### src/sv/fpw_pkg.sv
`timescale 1ns / 1ps

package fpw_pkg;

  localparam int ChanBits  = 8;
  localparam int WordBits  = 32;
  localparam int CoordBits = 16;
  localparam int PitchBits = 18;
  localparam int CfgIdxBits = 3;

  typedef enum logic [1:0] {
    FMT_16 = 2'd0,
    FMT_24 = 2'd1,
    FMT_32 = 2'd2
  } pixel_format_t;

  typedef enum logic [CfgIdxBits-1:0] {
    REG_BASE   = 3'd0,
    REG_WIDTH  = 3'd1,
    REG_HEIGHT = 3'd2,
    REG_PITCH  = 3'd3,
    REG_FORMAT = 3'd4,
    REG_RED    = 3'd5,
    REG_GREEN  = 3'd6,
    REG_BLUE   = 3'd7
  } cfg_reg_t;

  // bits 9:5 mask size, bits 4:0 bit position
  typedef struct packed {
    logic [4:0] size;
    logic [4:0] pos;
  } layout_t;

  localparam layout_t RedReset   = '{size: 5'd8, pos: 5'd16};
  localparam layout_t GreenReset = '{size: 5'd8, pos: 5'd8};
  localparam layout_t BlueReset  = '{size: 5'd8, pos: 5'd0};

  function automatic logic [WordBits-1:0] scale_channel(input logic [ChanBits-1:0] value,
                                                        input logic [4:0] size);
    logic [WordBits-1:0] wide;
    wide = {{(WordBits-ChanBits){1'b0}}, value};
    if (size == 5'd0) begin
      return '0;
    end else if (size >= 5'(ChanBits)) begin
      return wide << (size - 5'(ChanBits));
    end else begin
      return wide >> (5'(ChanBits) - size);
    end
  endfunction

  function automatic logic [2:0] bytes_of(input pixel_format_t fmt);
    logic [2:0] n;
    unique case (fmt)
      FMT_16:  n = 3'd2;
      FMT_24:  n = 3'd3;
      FMT_32:  n = 3'd4;
      default: n = 3'd0;
    endcase
    return n;
  endfunction

endpackage

### src/sv/framebuffer_pixel_writer_unit.sv
`timescale 1ns / 1ps

// Pixel write unit: turns (x, y, r, g, b) requests into framebuffer byte writes.
// Requests: drive pixel_x, pixel_y, red, green, blue with start high; a request
// is taken on every edge where start is high and busy is low. busy stays low,
// so one request per clock is sustained.
// Results: done pulses for one cycle with write_address, write_data and
// byte_count. A request outside the frame, with frame width zero or a
// reserved pixel format, gives no done pulse.
// The pipeline has three register stages: multiply and scale, address sum
// and bit placement, then the output register.
// The receiver cannot stall; results are never held back.
// Configuration: cfg_valid/cfg_ready write cfg_data to register cfg_index;
// cfg_ready is always high. Write only while no request is in flight.
// Reset (synchronous, active high) loads register defaults and empties the
// pipeline; requests are accepted in the first cycle after reset.
module framebuffer_pixel_writer_unit (
  input  logic                          clk,
  input  logic                          rst,
  input  logic                          start,
  output logic                          busy,
  input  logic [fpw_pkg::CoordBits-1:0] pixel_x,
  input  logic [fpw_pkg::CoordBits-1:0] pixel_y,
  input  logic [fpw_pkg::ChanBits-1:0]  red,
  input  logic [fpw_pkg::ChanBits-1:0]  green,
  input  logic [fpw_pkg::ChanBits-1:0]  blue,
  output logic                          done,
  output logic [fpw_pkg::WordBits-1:0]  write_address,
  output logic [fpw_pkg::WordBits-1:0]  write_data,
  output logic [2:0]                    byte_count,
  input  logic                          cfg_valid,
  output logic                          cfg_ready,
  input  logic [fpw_pkg::CfgIdxBits-1:0] cfg_index,
  input  logic [fpw_pkg::WordBits-1:0]  cfg_data
);
  import fpw_pkg::*;

  localparam int XByteBits = CoordBits + 3;

  // configuration registers
  logic [WordBits-1:0]  base_address;
  logic [CoordBits-1:0] frame_width;
  logic [CoordBits-1:0] frame_height;
  logic [PitchBits-1:0] line_pitch;
  pixel_format_t        pixel_format;
  layout_t              red_layout;
  layout_t              green_layout;
  layout_t              blue_layout;

  assign cfg_ready = 1'b1;
  assign busy      = 1'b0;

  always_ff @(posedge clk) begin
    if (rst) begin
      base_address <= '0;
      frame_width  <= '0;
      frame_height <= '0;
      line_pitch   <= '0;
      pixel_format <= FMT_32;
      red_layout   <= RedReset;
      green_layout <= GreenReset;
      blue_layout  <= BlueReset;
    end else if (cfg_valid && cfg_ready) begin
      unique case (cfg_reg_t'(cfg_index))
        REG_BASE:   base_address <= cfg_data;
        REG_WIDTH:  frame_width  <= cfg_data[CoordBits-1:0];
        REG_HEIGHT: frame_height <= cfg_data[CoordBits-1:0];
        REG_PITCH:  line_pitch   <= cfg_data[PitchBits-1:0];
        REG_FORMAT: pixel_format <= pixel_format_t'(cfg_data[1:0]);
        REG_RED:    red_layout   <= layout_t'(cfg_data[9:0]);
        REG_GREEN:  green_layout <= layout_t'(cfg_data[9:0]);
        REG_BLUE:   blue_layout  <= layout_t'(cfg_data[9:0]);
        default: ;
      endcase
    end
  end

  // stage 1: clip test, address products
  logic                 in_frame;
  logic                 fmt_ok;
  logic [2:0]           bytes_in;
  logic                 s1_valid;
  logic [WordBits-1:0]  s1_row_offset;
  logic [XByteBits-1:0] s1_col_offset;
  logic [2:0]           s1_bytes;
  logic [CoordBits+PitchBits-1:0] row_product;

  assign in_frame    = (pixel_x < frame_width) && (pixel_y < frame_height);
  assign fmt_ok      = (pixel_format == FMT_16) || (pixel_format == FMT_24) ||
                       (pixel_format == FMT_32);
  assign bytes_in    = bytes_of(pixel_format);
  assign row_product = pixel_y * line_pitch;

  always_ff @(posedge clk) begin
    if (rst) begin
      s1_valid <= 1'b0;
    end else begin
      s1_valid <= start && !busy && in_frame && fmt_ok;
    end
  end

  always_ff @(posedge clk) begin
    s1_row_offset <= row_product[WordBits-1:0];
    s1_col_offset <= pixel_x * bytes_in;
    s1_bytes      <= bytes_in;
  end

  // stage 2: address sum
  logic                s2_valid;
  logic [WordBits-1:0] s2_address;
  logic [2:0]          s2_bytes;

  always_ff @(posedge clk) begin
    if (rst) begin
      s2_valid <= 1'b0;
    end else begin
      s2_valid <= s1_valid;
    end
  end

  always_ff @(posedge clk) begin
    s2_address <= base_address + s1_row_offset +
                  {{(WordBits-XByteBits){1'b0}}, s1_col_offset};
    s2_bytes   <= s1_bytes;
  end

  // channel packing runs alongside stages 1 and 2
  logic [WordBits-1:0] red_placed;
  logic [WordBits-1:0] green_placed;
  logic [WordBits-1:0] blue_placed;

  fpw_pack u_pack (
    .clk          (clk),
    .red          (red),
    .green        (green),
    .blue         (blue),
    .red_layout   (red_layout),
    .green_layout (green_layout),
    .blue_layout  (blue_layout),
    .red_placed   (red_placed),
    .green_placed (green_placed),
    .blue_placed  (blue_placed)
  );

  // stage 3: output register
  always_ff @(posedge clk) begin
    if (rst) begin
      done <= 1'b0;
    end else begin
      done <= s2_valid;
    end
  end

  always_ff @(posedge clk) begin
    write_address <= s2_address;
    write_data    <= red_placed | green_placed | blue_placed;
    byte_count    <= s2_bytes;
  end

  a_done_from_request : assert property (@(posedge clk) disable iff (rst)
    done |-> $past(start && in_frame && fmt_ok, 3))
    else $error("result without an in-frame request three cycles earlier");

  a_request_gives_done : assert property (@(posedge clk) disable iff (rst)
    (start && !busy && in_frame && fmt_ok) |-> ##3 done)
    else $error("in-frame request produced no result");

  a_byte_count_legal : assert property (@(posedge clk) disable iff (rst)
    done |-> (byte_count == 3'd2 || byte_count == 3'd3 || byte_count == 3'd4))
    else $error("illegal byte count on result");

endmodule

### src/sv/fpw_pack.sv
`timescale 1ns / 1ps

module fpw_pack (
  input  logic                        clk,
  input  logic [fpw_pkg::ChanBits-1:0] red,
  input  logic [fpw_pkg::ChanBits-1:0] green,
  input  logic [fpw_pkg::ChanBits-1:0] blue,
  input  fpw_pkg::layout_t            red_layout,
  input  fpw_pkg::layout_t            green_layout,
  input  fpw_pkg::layout_t            blue_layout,
  output logic [fpw_pkg::WordBits-1:0] red_placed,
  output logic [fpw_pkg::WordBits-1:0] green_placed,
  output logic [fpw_pkg::WordBits-1:0] blue_placed
);
  import fpw_pkg::*;

  logic [WordBits-1:0] red_scaled;
  logic [WordBits-1:0] green_scaled;
  logic [WordBits-1:0] blue_scaled;

  // first stage: scale to mask size, second: move to bit position
  always_ff @(posedge clk) begin
    red_scaled   <= scale_channel(red, red_layout.size);
    green_scaled <= scale_channel(green, green_layout.size);
    blue_scaled  <= scale_channel(blue, blue_layout.size);
  end

  always_ff @(posedge clk) begin
    red_placed   <= red_scaled << red_layout.pos;
    green_placed <= green_scaled << green_layout.pos;
    blue_placed  <= blue_scaled << blue_layout.pos;
  end

endmodule

### config.mk
export PLATFORM = sky130hd
export DESIGN_NAME = framebuffer_pixel_writer_unit
export DESIGN_NICKNAME = d
export VERILOG_FILES = /design/src/sv/fpw_pkg.sv /design/src/sv/framebuffer_pixel_writer_unit.sv /design/src/sv/fpw_pack.sv
export SDC_FILE = /design/constraint.sdc
export NUM_CORES = 2
export LEC_CHECK = 0
export BUFFER_PORTS_ARGS = -buffer_cell sky130_fd_sc_hd__buf_2
export CAP_MARGIN = 20
export CORE_UTILIZATION = 68
export DETAILED_ROUTE_END_ITERATION = 16
export PLACE_DENSITY = 0.87
export SKIP_LAST_GASP = 1
export SLEW_MARGIN = 20
export SYNTH_ARGS = -nofsm -noshare
export SYNTH_HDL_FRONTEND = slang
export SYNTH_SLANG_ARGS = --single-unit
export TNS_END_PERCENT = 10
### constraint.sdc
create_clock -name clk -period 16.6 [get_ports clk]
set_clock_uncertainty 0.05 [all_clocks]
set_input_delay 3.32 -clock clk [delete_from_list [all_inputs] [get_ports clk]]
set_output_delay 3.32 -clock clk [all_outputs]
set_load 0.03 [all_outputs]
==> Word-level counts from Yosys, hierarchy flattened <==
Index checks and enable logic that the tools add are counted.
{ "classes": {"n_shift": 9, "n_mux": 4, "n_mul": 2, "n_eq_ne": 9, "n_addsub": 8, "n_bitwise": 2, "n_lt_le_gt_ge": 5, "n_reduce_logical": 18} }
{ "ops": {"columns": ["cell", "n"], "rows": [
  ["$mux 32", 3],
  ["$shl 32x5->32", 3],
  ["$shl 8x5->32", 3],
  ["$shr 8x5->32", 3],
  ["$or 32x32->32", 2],
  ["$add 32x19->32", 1],
  ["$add 32x32->32", 1],
  ["$lt 16x16->1", 2],
  ["$mul 16x18->32", 1],
  ["$mul 16x3->19", 1],
  ["$reduce_and 2->1", 8],
  ["$ge 5x4->1 const B", 3],
  ["$logic_not 5->1", 3],
  ["$sub 4x5->5 const A", 3],
  ["$sub 5x4->5 const B", 3],
  ["$eq 3x3->1 const B", 4],
  ["$pmux 3 s3", 1],
  ["$eq 3x2->1 const B", 2],
  ["$eq 3x1->1 const B", 1],
  ["$logic_and 1x1->1", 3],
  ["$logic_not 3->1", 1],
  ["$eq 2x1->1 const B", 1],
  ["$eq 2x2->1 const B", 1],
  ["$logic_not 2->1", 1],
  ["$logic_or 1x1->1", 2]
]} }
{ "word_totals": {"wordCells": 85, "regBits": 465, "input_bits": 95} }

==> Logic depth before layout (Yosys ltp) <==
{ "depth": {"depth_word": 4, "ltp_mapped": 24, "ltp_nobuf": 23} }

==> Cells and area by module <==
Synthesis repeated with hierarchy kept, for this count alone.
{ "unflattened": {"hier_cells": 3653, "area_unflattened_um2": 34042.6} }
{ "modules_own_cells": {"columns": ["mod", "area_per_inst_um2", "instances", "cells_each", "seq_area_each_um2"], "rows": [
  ["framebuffer_pixel_writer_unit", 20614.8, 1, 2294, 5465.2],
  ["fpw_pack", 13427.9, 1, 1359, 3843.7]
]} }

==> Worst setup path before layout <==
Ideal clock, no wire load.
{ "synth_path": {"path_type": "input to register", "from": "in pixel_y[7] in the netlist's numbering", "to": "reg s1_row_offset[31]", "path_slack_ps": 7368, "n_path_buf": 2, "required_time_ps": 16429, "setup_ps": 121, "cell_stages": 20, "arrival_ps": 9061, "path_cell_list": "clkbuf_1 -> clkbuf_1 -> nand2_1 -> fa_1 -> fa_1 -> fa_1 -> fa_1 -> fa_1 -> fa_1 -> inv_1 -> ha_1 -> a21o_1 -> a211o_1 -> or3_1 -> o31ai_2 -> nor3_1 -> o41ai_2 -> o211ai_2 -> o221ai_2 -> xnor2_1"} }
{ "synth_via": {"elab_chain_len": 1} }
{ "synth_rtl": {"columns": ["item", "line_no", "source"], "rows": [
  ["start: declaration", "framebuffer_pixel_writer_unit.sv:23", "input logic [fpw_pkg::CoordBits-1:0] pixel_y,"],
  ["$mul 16x18->32", "framebuffer_pixel_writer_unit.sv:92", "assign row_product = pixel_y * line_pitch;"],
  ["via row_product[31]", "framebuffer_pixel_writer_unit.sv:86", "logic [CoordBits+PitchBits-1:0] row_product;"],
  ["end signal: assignment", "framebuffer_pixel_writer_unit.sv:103", "s1_row_offset <= row_product[WordBits-1:0];"],
  ["end: declaration", "framebuffer_pixel_writer_unit.sv:83", "logic [WordBits-1:0] s1_row_offset;"]
]} }
The timed path passes the listed nets, and every way through them passes these cells.
A chain may end at the register's enable or synchronous reset.

==> Worst setup path after layout <==
Same ends and word-level chain as after synthesis.

==> impl_metrics.json <==
{
  "antenna_found_initial": 0,
  "avgSynthCellArea_sq_um": 8.91,
  "rows": 79,
  "wl_per_cell_um": 18.9,
  "ios": 165,
  "cts.repair.resized": 0,
  "placed_area_sq_mm": 0.0329,
  "p_leak_nw": 15.2,
  "grt_start_max_net_pins": 92,
  "route.vias.total": 25800,
  "htreeDepth": 2,
  "cp_common_cell": "fa_1",
  "fin_crit_ps": 8970,
  "die_h_um": 219,
  "wirelength_um": 80800,
  "post_cts_buffers": 0,
  "cts.sinks": 465,
  "place_congestion": 0.957,
  "startpoint_type": "primary input",
  "fin_nets": 4164,
  "slowest_delay_ps": 590,
  "grt_setup_unrepaired": "false",
  "setup_violations": 0,
  "die_w_um": 219,
  "crit_required_ps": 17000,
  "report.final.slew_viol_count": 0,
  "max-vdd-ir-drop_uv": 139,
  "synthArstFlopShare": 0,
  "syn-cell-area_sq_mm": 0.0320,
  "path_class": "in -> reg",
  "status": "completed",
  "grt_pass1_vias": 25500,
  "drt_iter0_drc": 2091,
  "syn-instance-count": 3586,
  "tns_ps": 0,
  "ys_seq_area_frac": 0.291,
  "worst_pin_slew_ps": 1050,
  "worstSkewPairLatency_ps": 600,
  "portBuffers": 162,
  "die-area_sq_mm": 0.0479,
  "max_cap_viol_count": 0,
  "hold_violations": 0,
  "start_util": 0.688,
  "area_growth_pct": 8.07,
  "coreArea_sq_mm": 0.0465,
  "ant_nets": 0,
  "clock.fmax_mhz": 112,
  "grt_usage": 0.339,
  "tritoncts": "built",
  "cts-root-buf": "clkbuf_16",
  "fin_cells": 4270,
  "drive_gt1_frac": 0.107,
  "clock_path_buffers": 3,
  "dp_cells": 4178,
  "worst_slack_ps": 7630,
  "synth_ff_type": "dfxtp_1",
  "fin_crit_sh": 0.540,
  "dp_hpwl_um": 60000,
  "synth_fp_nets": 4130,
  "synth_edf_count": 0,
  "slew_headroom": 0.300,
  "cpLargestDelayFamily": "adder cells",
  "arrival_ps": 9370,
  "cts_inserted_buffers": 47,
  "critPathCaptureType": "flop",
  "hold_buffers": 0,
  "path_max_fanout": 19,
  "hold_path_class": "reg -> reg",
  "crit_chain": "buf_2 > nand2_1 > fa_1 > inv_1 > fa_1 > inv_1 > fa_1 > fa_1 > fa_1 > fa_1 > inv_1 > ha_1 > a21o_1 > a211o_1 > or3_1 > o31ai_2 > nor3_1 > o41ai_2 > o211ai_2 > o221ai_2 > xnor2_1",
  "drc_errors": 0,
  "power_density_mw_per_mm2": 85.3,
  "cp_slowest_cell": "fa_1",
  "dr.pass1.iters": 5,
  "yosysWarnings": 0,
  "ys_ff_latch": 465,
  "grt_pass1_wl_um": 129000,
  "place_ws_ps": 7120,
  "final_cell_area_sq_mm": 0.0345,
  "hold_slack_ps": 274,
  "grt_overflow": 0,
  "vias_per_cell": 6.03,
  "critPathBufInv": 4,
  "synth_cell_types": 72,
  "path_clk_slew_ps": 60
}
-- final cells by class --
class	instances	area, sq um
multi-input combinational	2581	20600
fill	3214	11900
sequential	465	9310
antenna	5	12.5
tap	607	759
inverter	346	1300
clock buffer	60	1280
clock inverter	27	310
timing repair buffer	179	941
-- final timing paths --
kind                  start  slack, ps                 to  cells after the start
max              pixel_y[7]       7630  s1_row_offset[31]                     21
min          s2_address[10]        270  write_address[10]                      0
max reg2reg  line_pitch[11]       9840  s1_row_offset[31]                     20
min reg2reg  s2_address[10]        270  write_address[10]                      0
-- registers in the layout (all words and copies together), names as in the netlist, 3 cells and up --
| name | flops |
|---|---|
| u_pack.green_placed | 32 |
| u_pack.red_scaled | 32 |
| byte_count | 3 |
| s2_bytes | 3 |
| s1_row_offset | 32 |
| blue_layout | 10 |
| s2_address | 32 |
| frame_width | 16 |
| u_pack.blue_placed | 32 |
| u_pack.green_scaled | 32 |
| s1_bytes | 3 |
| s1_col_offset | 19 |
| u_pack.red_placed | 32 |
| write_address | 32 |
| red_layout | 10 |
| write_data | 32 |
| line_pitch | 18 |
| green_layout | 10 |
| base_address | 32 |
| u_pack.blue_scaled | 32 |
| frame_height | 16 |
-- metrics by stage --
| stage | utilization | power [mW] |
|---|---|---|
| after floorplan | - | 1.69 |
| after global placement | 0.709 | 1.85 |
| after detailed placement | 0.709 | 1.86 |
| after CTS | 0.743 | 2.95 |
| after global routing | 0.743 | 3.06 |
| final | 0.743 | 2.94 |
-- routing by layer --
layer  global-route usage  vias up  routed length (um)  share of wire
li1                     -    11900                   -              -
met1                0.403    12400               30200           0.37
met2                0.590     1086               40200           0.50
met3               0.0388      310                5110          0.063
met4                0.205        0                5190          0.064
met5                    0        -                   0              0
-- worst register-to-register path: stages, from the launching register on --
cell,delay [ps]
dfxtp_1,890
nand2_1,180
fa_1,530
fa_1,550
inv_1,50
fa_1,490
fa_1,430
inv_1,90
fa_1,430
fa_1,500
inv_1,50
ha_1,360
a21o_1,190
a211o_1,300
or3_1,330
o31ai_2,240
nor3_1,150
o41ai_2,400
o211ai_2,160
o221ai_2,190
xnor2_1,90
-- logic make-up after synthesis --
kind of cell	share of synthesized area
and+or+nand+nor	0.170
AOI/OAI and AO/OA	0.110
buffers and inverters	0.0639
DFF	0.291
adders and majority gates	0.236
muxes	0.107
xor gates and xnor gates	0.0214
other	0.000235
-- synthesized netlist by cell type, types with 7 or more instances --
cell      number  share of area
xor2_1        16         0.0044
o21a_1         7         0.0016
o22ai_1       36         0.0070
and2_1       156          0.031
xnor2_1       62          0.017
nor3_1        35         0.0055
nor2_1       241          0.028
and3_1        16         0.0031
a21o_1        46          0.011
o21bai_1       9         0.0021
o211ai_1      10         0.0023
nand4_1       14         0.0027
or2_2          7         0.0014
fa_1         256           0.16
dfxtp_1      465           0.29
mux2i_1      164          0.051
a211oi_1      28         0.0066
or3_1         45         0.0088
a31oi_1       18         0.0035
a21oi_1      243          0.038
mux2_2        61          0.021
buf_1         25         0.0029
nand3_1       31         0.0049
nand2_1      557          0.065
mux4_2        49          0.035
clkbuf_1     162          0.019
nor2b_1       39         0.0076
o21ai_0      109          0.017
ha_1         193          0.076
nand2b_1      37         0.0072
inv_1        341          0.040
a22oi_1       22         0.0052
-- power breakdown --
group	leakage, nW	switching, mW	total [mW]	internal, mW
Combinational	10.6	0.363	0.570	0.206
Sequential	3.81	0.0559	1.29	1.23
Clock	0.783	0.470	1.09	0.620
-- cell usage in the layout, fill, tap and decap left out, types with 7 or more instances in the layout --
cell | netlist | routed
or3_1 | 45 | 44
clkinv_2 | 0 | 11
xor2_1 | 16 | 16
dfxtp_1 | 465 | 463
a211oi_1 | 28 | 28
nor3_1 | 35 | 34
buf_2 | 3 | 161
nand4_1 | 14 | 14
nand3_1 | 31 | 31
a31oi_1 | 18 | 18
mux4_2 | 49 | 49
xnor2_1 | 62 | 62
nor2b_1 | 39 | 39
fa_1 | 256 | 256
o21a_1 | 7 | 7
o21bai_1 | 9 | 9
clkbuf_16 | 0 | 47
o22ai_1 | 36 | 36
nand2_1 | 557 | 557
inv_1 | 341 | 341
nand2b_1 | 37 | 37
buf_4 | 2 | 18
and3_1 | 16 | 16
and2_1 | 156 | 156
ha_1 | 193 | 193
nor2_1 | 241 | 240
o21ai_0 | 109 | 109
mux2_2 | 61 | 61
a21o_1 | 46 | 46
mux2i_1 | 164 | 164
a22oi_1 | 22 | 22
a21oi_1 | 243 | 243
clkbuf_1 | 162 | 7
o211ai_1 | 10 | 10
or2_2 | 7 | 7
Note: power is estimated with default switching activity, not from simulation.
